==> src/sv/servo_pulse_to_sbus_frame_encoder_core_defines.svh <==
// ----------------------------------------------------------------------------
// SBUS frame encoder assertion macros
// Shared concurrent assertion forms, clocked on clk_i and reset by rst_ni.
// ----------------------------------------------------------------------------
`ifndef SERVO_PULSE_TO_SBUS_FRAME_ENCODER_CORE_DEFINES_SVH
`define SERVO_PULSE_TO_SBUS_FRAME_ENCODER_CORE_DEFINES_SVH

// Check that a property holds at every clock edge out of reset.
`define SBE_ASSERT(lbl, prop, msg) \
  lbl: assert property (@(posedge clk_i) disable iff (!rst_ni) (prop)) else $error(msg);

// Check that a condition in one cycle implies another in the next cycle.
`define SBE_ASSERT_NEXT(lbl, ante, cons, msg) \
  lbl: assert property (@(posedge clk_i) disable iff (!rst_ni) (ante) |=> (cons)) \
    else $error(msg);

`endif

==> src/sv/sbus_enc_pkg.sv <==
// ----------------------------------------------------------------------------
// SBUS frame encoder package
// Beat types and frame constants shared by the encoder.
// ----------------------------------------------------------------------------
package sbus_enc_pkg;

  // Input beat: one channel's pulse width
  typedef struct packed {
    logic [11:0] pulse_width;
    logic        signal_loss;
  } in_beat_t;

  // Output beat: one byte of the frame
  typedef struct packed {
    logic [7:0] frame_byte;
    logic       frame_end;
  } out_beat_t;

  localparam logic [7:0]  HdrByte  = 8'h0F;
  localparam logic [7:0]  FtrByte  = 8'h00;
  localparam logic [7:0]  FlagLoss = 8'h04;
  localparam logic [7:0]  FlagNone = 8'h00;

  localparam logic [11:0] PwMin    = 12'd1000;
  localparam logic [11:0] PwMax    = 12'd2000;
  localparam logic [9:0]  PwSpan   = 10'd1000;

  localparam logic [10:0] SbMin    = 11'd173;
  localparam logic [10:0] SbMax    = 11'd1811;

  // floor(d * 1638 / 1000) == (d * RecipK) >> RecipShift for d in 0..1000
  localparam logic [20:0] RecipK     = 21'd1717568;
  localparam int          RecipShift = 20;

  localparam logic [3:0]  ChLast   = 4'd15;

endpackage

==> src/sv/servo_pulse_to_sbus_frame_encoder_core.sv <==
// ----------------------------------------------------------------------------
// SBUS frame encoder core
// Turns servo pulse widths for channels 0..15 into a 25-byte SBUS frame.
// ----------------------------------------------------------------------------
// One input beat carries the pulse width of the next channel, 0 through 15 in
// order. The width is clamped to 1000..2000 us and mapped to an 11-bit value
// 173 + floor((w - 1000) * 1638 / 1000), packed LSB first into the frame. Each
// input beat yields one to four output beats: the header 0x0F before channel
// 0, every data byte as soon as it fills, and after channel 15 a flag byte
// (bit 2 = signal_loss of that beat) and the footer 0x00 with frame_end set.
// The input side takes one beat per cycle, unless in_stall_o holds it off,
// into a three-register pipeline (clamp, multiply, pack) that feeds the output
// register. The byte burst of an item drains at one byte per cycle while
// out_stall_i is low; a new item enters the pack register only as the last
// byte of the previous burst leaves, so the input stalls while a burst drains.
// ----------------------------------------------------------------------------
`include "servo_pulse_to_sbus_frame_encoder_core_defines.svh"

module servo_pulse_to_sbus_frame_encoder_core (
  input  logic                    clk_i,
  input  logic                    rst_ni,
  input  logic                    in_valid_i,
  output logic                    in_stall_o,
  input  sbus_enc_pkg::in_beat_t  in_data_i,
  output logic                    out_valid_o,
  input  logic                    out_stall_i,
  output sbus_enc_pkg::out_beat_t out_data_o
);

  import sbus_enc_pkg::*;

  // --------------------------------------------------------------------------
  // Pipeline registers
  // --------------------------------------------------------------------------
  // Stage 0: clamped offset from 1000 us
  logic        s0_valid_q;
  logic [9:0]  s0_off_q;
  logic        s0_loss_q;
  // Stage 1: mapped 11-bit channel value
  logic        s1_valid_q;
  logic [10:0] s1_val_q;
  logic        s1_loss_q;
  // Packing state between items
  logic [3:0]  ch_q, ch_d;
  logic [6:0]  buf_q, buf_d;
  logic [2:0]  cnt_q, cnt_d;
  // Byte burst of one item
  logic        burst_valid_q;
  logic [7:0]  burst_q [4];
  logic [2:0]  burst_num_q;
  logic        burst_end_q;
  // Output register
  logic        out_valid_q;
  out_beat_t   out_q;

  // --------------------------------------------------------------------------
  // Flow control: each stage loads when it is empty or moves on this cycle
  // --------------------------------------------------------------------------
  logic out_load, burst_free, pack_load, s1_free, s1_load, s0_free, in_load;

  assign out_load   = burst_valid_q && (!out_valid_q || !out_stall_i);
  assign burst_free = !burst_valid_q || (out_load && (burst_num_q == 3'd1));
  assign pack_load  = s1_valid_q && burst_free;
  assign s1_free    = !s1_valid_q || pack_load;
  assign s1_load    = s0_valid_q && s1_free;
  assign s0_free    = !s0_valid_q || s1_load;
  assign in_load    = in_valid_i && s0_free;

  assign in_stall_o  = !s0_free;
  assign out_valid_o = out_valid_q;
  assign out_data_o  = out_q;

  // --------------------------------------------------------------------------
  // Stage 0 input: clamp width and take the offset from the low end
  // --------------------------------------------------------------------------
  logic [11:0] pw_clamped;
  logic [11:0] pw_off;

  always_comb begin
    if (in_data_i.pulse_width < PwMin) begin
      pw_clamped = PwMin;
    end else if (in_data_i.pulse_width > PwMax) begin
      pw_clamped = PwMax;
    end else begin
      pw_clamped = in_data_i.pulse_width;
    end
    pw_off = pw_clamped - PwMin;
  end

  // --------------------------------------------------------------------------
  // Stage 1 input: scale by 1638/1000 through an exact reciprocal multiply
  // --------------------------------------------------------------------------
  logic [30:0] scaled;
  logic [10:0] sb_val;

  assign scaled = 31'(s0_off_q) * 31'(RecipK);
  assign sb_val = SbMin + scaled[RecipShift +: 11];

  // --------------------------------------------------------------------------
  // Pack: merge the value into the bit buffer and build the byte burst
  // --------------------------------------------------------------------------
  logic [17:0] merged;
  logic [4:0]  total;
  logic        two_bytes;
  logic [7:0]  pk_bytes [4];
  logic [2:0]  pk_num;

  always_comb begin
    merged    = 18'(buf_q) | (18'(s1_val_q) << cnt_q);
    total     = 5'(cnt_q) + 5'd11;
    two_bytes = total[4];

    for (int i = 0; i < 4; i++) begin
      pk_bytes[i] = FtrByte;
    end
    pk_num = 3'd0;

    // Header leads channel 0
    if (ch_q == 4'd0) begin
      pk_bytes[pk_num[1:0]] = HdrByte;
      pk_num = pk_num + 3'd1;
    end
    pk_bytes[pk_num[1:0]] = merged[7:0];
    pk_num = pk_num + 3'd1;
    if (two_bytes) begin
      pk_bytes[pk_num[1:0]] = merged[15:8];
      pk_num = pk_num + 3'd1;
    end
    // Flag and footer close the frame
    if (ch_q == ChLast) begin
      pk_bytes[pk_num[1:0]] = s1_loss_q ? FlagLoss : FlagNone;
      pk_num = pk_num + 3'd1;
      pk_bytes[pk_num[1:0]] = FtrByte;
      pk_num = pk_num + 3'd1;
    end

    // Residual bits; count is total-8 or total-16, both equal total[2:0]
    cnt_d = total[2:0];
    buf_d = two_bytes ? {5'd0, merged[17:16]} : merged[14:8];
    ch_d  = ch_q + 4'd1;
    if (ch_q == ChLast) begin
      cnt_d = 3'd0;
      buf_d = 7'd0;
      ch_d  = 4'd0;
    end
  end

  // --------------------------------------------------------------------------
  // Control registers
  // --------------------------------------------------------------------------
  always_ff @(posedge clk_i or negedge rst_ni) begin
    if (!rst_ni) begin
      s0_valid_q    <= 1'b0;
      s1_valid_q    <= 1'b0;
      burst_valid_q <= 1'b0;
      burst_num_q   <= 3'd0;
      out_valid_q   <= 1'b0;
      ch_q          <= 4'd0;
      buf_q         <= 7'd0;
      cnt_q         <= 3'd0;
    end else begin
      if (s0_free) begin
        s0_valid_q <= in_valid_i;
      end
      if (s1_free) begin
        s1_valid_q <= s0_valid_q;
      end
      // Advance the packing state once per item
      if (pack_load) begin
        ch_q  <= ch_d;
        buf_q <= buf_d;
        cnt_q <= cnt_d;
      end
      // Load a fresh burst, or count down as bytes leave
      if (pack_load) begin
        burst_valid_q <= 1'b1;
        burst_num_q   <= pk_num;
      end else if (out_load) begin
        burst_valid_q <= (burst_num_q != 3'd1);
        burst_num_q   <= burst_num_q - 3'd1;
      end
      if (out_load) begin
        out_valid_q <= 1'b1;
      end else if (!out_stall_i) begin
        out_valid_q <= 1'b0;
      end
    end
  end

  // --------------------------------------------------------------------------
  // Payload registers
  // --------------------------------------------------------------------------
  always_ff @(posedge clk_i) begin
    if (in_load) begin
      s0_off_q  <= pw_off[9:0];
      s0_loss_q <= in_data_i.signal_loss;
    end
    if (s1_load) begin
      s1_val_q  <= sb_val;
      s1_loss_q <= s0_loss_q;
    end
    if (pack_load) begin
      burst_q     <= pk_bytes;
      burst_end_q <= (ch_q == ChLast);
    end else if (out_load) begin
      // Shift the next byte to the head
      for (int i = 0; i < 3; i++) begin
        burst_q[i] <= burst_q[i + 1];
      end
    end
    if (out_load) begin
      out_q.frame_byte <= burst_q[0];
      out_q.frame_end  <= burst_end_q && (burst_num_q == 3'd1);
    end
  end

  // --------------------------------------------------------------------------
  // Assertions
  // --------------------------------------------------------------------------
  `SBE_ASSERT(a_burst_num,
              !burst_valid_q || ((burst_num_q != 3'd0) && (burst_num_q <= 3'd4)),
              "burst byte count out of range")
  `SBE_ASSERT(a_frame_align, (ch_q != 4'd0) || (cnt_q == 3'd0),
              "bit buffer not empty at frame start")
  `SBE_ASSERT(a_value_range,
              !s1_valid_q || ((s1_val_q >= SbMin) && (s1_val_q <= SbMax)),
              "mapped channel value out of range")
  `SBE_ASSERT_NEXT(a_wrap, pack_load && (ch_q == ChLast),
                   (ch_q == 4'd0) && (burst_num_q == 3'd4),
                   "frame did not close with four bytes")
  `SBE_ASSERT(a_end_footer,
              !(out_valid_q && out_q.frame_end) || (out_q.frame_byte == FtrByte),
              "frame end on a byte other than the footer")

endmodule

==> config.mk <==
export PLATFORM = sky130hd
export DESIGN_NAME = servo_pulse_to_sbus_frame_encoder_core
export DESIGN_NICKNAME = d
export VERILOG_FILES = /design/src/sv/sbus_enc_pkg.sv /design/src/sv/servo_pulse_to_sbus_frame_encoder_core.sv
export VERILOG_INCLUDE_DIRS = /design/src /design/src/sv
export SDC_FILE = /design/constraint.sdc
export NUM_CORES = 1
export LEC_CHECK = 0
export ABC_AREA = 1
export BUFFER_PORTS_ARGS = -buffer_cell sky130_fd_sc_hd__buf_2
export CORE_MARGIN = 2
export CORE_UTILIZATION = 45
export DETAILED_ROUTE_END_ITERATION = 10
export PLACE_DENSITY = 0.69
export SLEW_MARGIN = 20
export SYNTH_ARGS = -nofsm -noshare
export SYNTH_HDL_FRONTEND = slang
export SYNTH_SLANG_ARGS = --single-unit
==> constraint.sdc <==
create_clock -name clk_i -period 4.53 [get_ports clk_i]
set_clock_uncertainty 0.05 [all_clocks]
set_input_delay 0.906 -clock clk_i [delete_from_list [all_inputs] [get_ports clk_i]]
set_output_delay 0.906 -clock clk_i [all_outputs]
set_load 0.01 [all_outputs]
==> metrics <==
crit path kind=reg -> reg; Syn Area/Cell=7.90 um^2; Worst Reg2Reg Path Length in Cells=23; MaxCap Viol Count=0; Yosys reg bits=79; CTS tree=built; row cnt=46; DR WL/cell=13.1 um; Critical R2R Capture=s1_val_q[10]; outcome=finished with violations; Critical Path End Type=register; setup TNS=-0.456 ns; largest family of logic cells by synthesized area=adder cells; initial antenna violation count=0; GR Overflow Total=0; post-route ant nets=0; Tmin final=between 4 and 5 ns; actual slew at the worst max-slew pin=0.647 ns; post-synthesis adder-cell area fraction=23.9%; R2R Setup Slk=-0.09 ns; Multi-input gate area=0.00448 mm^2; Tot GR Track Use=19.9%; via count=around 5900; Hold Path Sink=out_data_o[4]; RSZ-0062 raised after global routing=true; synthesized cell area=0.00717 mm^2; Post-Synth XOR/XNOR Area=1.82%; Final Max Tran Viols=0; # diodes=0; I/O Pins=28; Core Box Area=0.0157 mm^2; global-route wire length before repair=~26000 um; final WL=~16000 um; Final period util=102%; nets=1144; share of layout cells above drive strength 1=23.3%; worst-path maximum fanout=3; post-synthesis sequential area ratio=about a third; vias per inst=just under 5; Post-DP HPWL=12600 um; vias in the first global route=around 5700; Synthesis Warnings=0; Setup-failing EPs final=6; Synth Net Count=1043; Die Ht=130 um; PortBufs=27; cell count after synthesis=908; DRC errors left=0; final hold violation count=0; Clock transition at path regs=0.06 ns; failing checks=negative setup slack; Max Root-Sink Buffers=2; hold_buf cts=0; Synth Area in Compound Gates=a little under 8%; r2r startpoint=s0_off_q[6]; Post-Synth Simple-Gate Area=23.6%; Sink Count=79; clock latency at the later pin of the worst-skew pair=0.35 ns; fmax=around 0.22 GHz; # H-tree levels=3; Data arrival, critical path=4.67 ns; top cells by area, synth=edfxtp_1 (24%), ha_1 (15%), nand2_1 (12%), inv_1 (9.9%), fa_1 (8.9%); hold crit path type=reg -> reg; pin count of the biggest net entering global routing=29; leading area contributor after synthesis=edfxtp_1; CP required=between 4 and 5 ns; drt pass-1 iters=6; Starting Density=45.6%; Max transition margin=a little under three fifths; final setup margin=-0.0892 ns; WHS Path Cells=0; sequential cell area=0.00227 mm^2; Root Buffer=clkbuf_16; DRT iter0 DRCs=337; fill count=1395; synth-to-layout area growth=22.9%; Inserted Clock Buffers=9; top-area cell type share of the netlist area=between 20% and 30%; crit path launch type=register; mux contribution to synthesized area=0.140%; die area=0.0170 mm^2; Final GP Congestion=0.862; die width=130 um; hold_sp=burst_q[27]; Netlist cell types=44
## cell usage in the layout (no fill, tap or decap), types with 3 or more instances in the layout
| master | count |
|---|---|
| or2_2 | 3 |
| nor2_2 | 12 |
| a32o_1 | 5 |
| nor2_4 | 6 |
| fa_1 | 28 |
| nor2_1 | 57 |
| nand4_1 | 8 |
| ha_1 | 69 |
| o21ai_0 | 48 |
| edfxtp_1 | 58 |
| clkinv_1 | 3 |
| a21oi_1 | 17 |
| nand3b_1 | 4 |
| xor2_1 | 6 |
| nand3_2 | 5 |
| ha_4 | 16 |
| fa_2 | 4 |
| dfrtp_1 | 21 |
| inv_4 | 3 |
| buf_4 | 70 |
| o22ai_1 | 6 |
| nand2_4 | 8 |
| a21oi_2 | 4 |
| inv_2 | 17 |
| inv_6 | 3 |
| inv_1 | 176 |
| buf_2 | 27 |
| a31oi_1 | 3 |
| nand3_1 | 34 |
| nand2_2 | 35 |
| clkbuf_16 | 9 |
| xnor2_1 | 7 |
| nand2_1 | 214 |
## final cells by class
cell class                 instances  area share [%]
clock inverter                     6            1.11
sequential                        79            25.7
clock buffer                      10            2.71
timing repair buffer             100            7.98
inverter                         199            8.56
tap                              216            3.07
multi-input combinational        620            50.8
## logic make-up (layout without fill, tap and decap cells)
logic type | count (synthesis) | count (layout)
and+or+nand+nor | 391 | 391
muxes | 1 | 1
DFF | 79 | 79
adders and majority gates | 118 | 118
buffers and inverters | 209 | 315
xor gates and xnor gates | 14 | 14
AOI/OAI and AO/OA | 96 | 96
## worst max-delay path, stage by stage, from the launching register on
cell      delay [ns]
edfxtp_1        0.46
buf_6           0.16
ha_4            0.23
buf_4           0.16
ha_1            0.27
inv_1           0.05
fa_1            0.50
inv_1           0.06
fa_1            0.43
ha_1            0.29
ha_1            0.34
nand2_2         0.10
nor2_2          0.15
inv_2           0.06
nor2_4          0.11
nand2_2         0.06
nand3_2         0.09
xor2_2          0.18
ha_2            0.21
nand3_2         0.08
nor2_2          0.11
nand2_1         0.07
nand4_1         0.07
nand2_1         0.06
## worst max-delay path by stage
| stage | to | start | depth (start not counted) |
|---|---|---|---|
| final | s1_val_q[10] | s0_off_q[6] | 23 |
| after CTS | s1_val_q[10] | s0_off_q[6] | 21 |
| after global placement | s1_val_q[8] | s0_off_q[4] | 20 |
| after detailed placement | s1_val_q[10] | s0_off_q[8] | 23 |
| after floorplan | s1_val_q[10] | s0_off_q[5] | 23 |
| after global routing | s1_val_q[8] | s0_off_q[6] | 23 |
## flip-flops by register name (all words and copies together) (netlist names), 3 cells and up
signal,cells
burst_q,25
s1_val_q,11
s0_off_q,10
out_data_o,9
buf_q,7
ch_q,4
burst_num_q,3
cnt_q,3
## per-layer routing
layer / vias up / wire length (um) / global-route usage (%)
li1: 3080 / - / -
met1: 2709 / 6810 / 23.7
met2: 122 / 8460 / 36.8
met3: 17 / 555 / 3.65
met4: 0 / 282 / 5.38
met5: - / 0 / 0
## timing repair
item / 4_1_cts / 5_1_grt
pin swaps: 35 / 37
setup buffers: 12 / 5
resized for setup: 40 / 42
setup endpoints to repair: 7 / 9
## cell usage after synthesis
cell type	n
nand4_1	8
a31oi_1	3
nand3_1	36
nor2_1	64
nor2_4	3
a22oi_1	1
clkinv_1	3
nand2_1	236
and2_1	1
fa_1	32
o21ai_2	1
a22o_1	1
xor2_2	1
o31ai_2	1
o31ai_1	2
o21ai_0	48
mux2i_1	1
o21a_1	1
dfrtp_1	21
nand3b_1	4
clkbuf_1	6
a21oi_1	20
inv_2	7
inv_1	189
nand3_2	3
nor4_1	1
o22ai_1	6
buf_2	4
a221oi_1	1
a32o_1	5
nand2_2	19
edfxtp_1	58
nor3_2	1
xor2_1	6
nor2_2	8
o211ai_1	1
or2_2	3
nor3_1	2
a21oi_2	3
xnor2_1	7
ha_1	86
nand2_4	2
o221ai_1	1
o21ai_1	1
## through the flow
step                      std cells  util [%]  setup slack (ns)  instance area [um^2]  hold WS [ns]
final                          1230      56.1           -0.0892                  8810         0.368
after global routing           1230      56.1            -0.297                  8810         0.386
after CTS                      1225      54.9           -0.0857                  8630         0.369
after detailed placement       1197      51.0            -0.239                  8010         0.355
after global placement         1197      51.0            -0.122                  8010         0.353
after floorplan                 908         -            0.0104                  7210         0.350
Power is left out: the tool's default activity adds up to more than one toggle a clock period on the data nets, which glitch-free logic cannot reach.
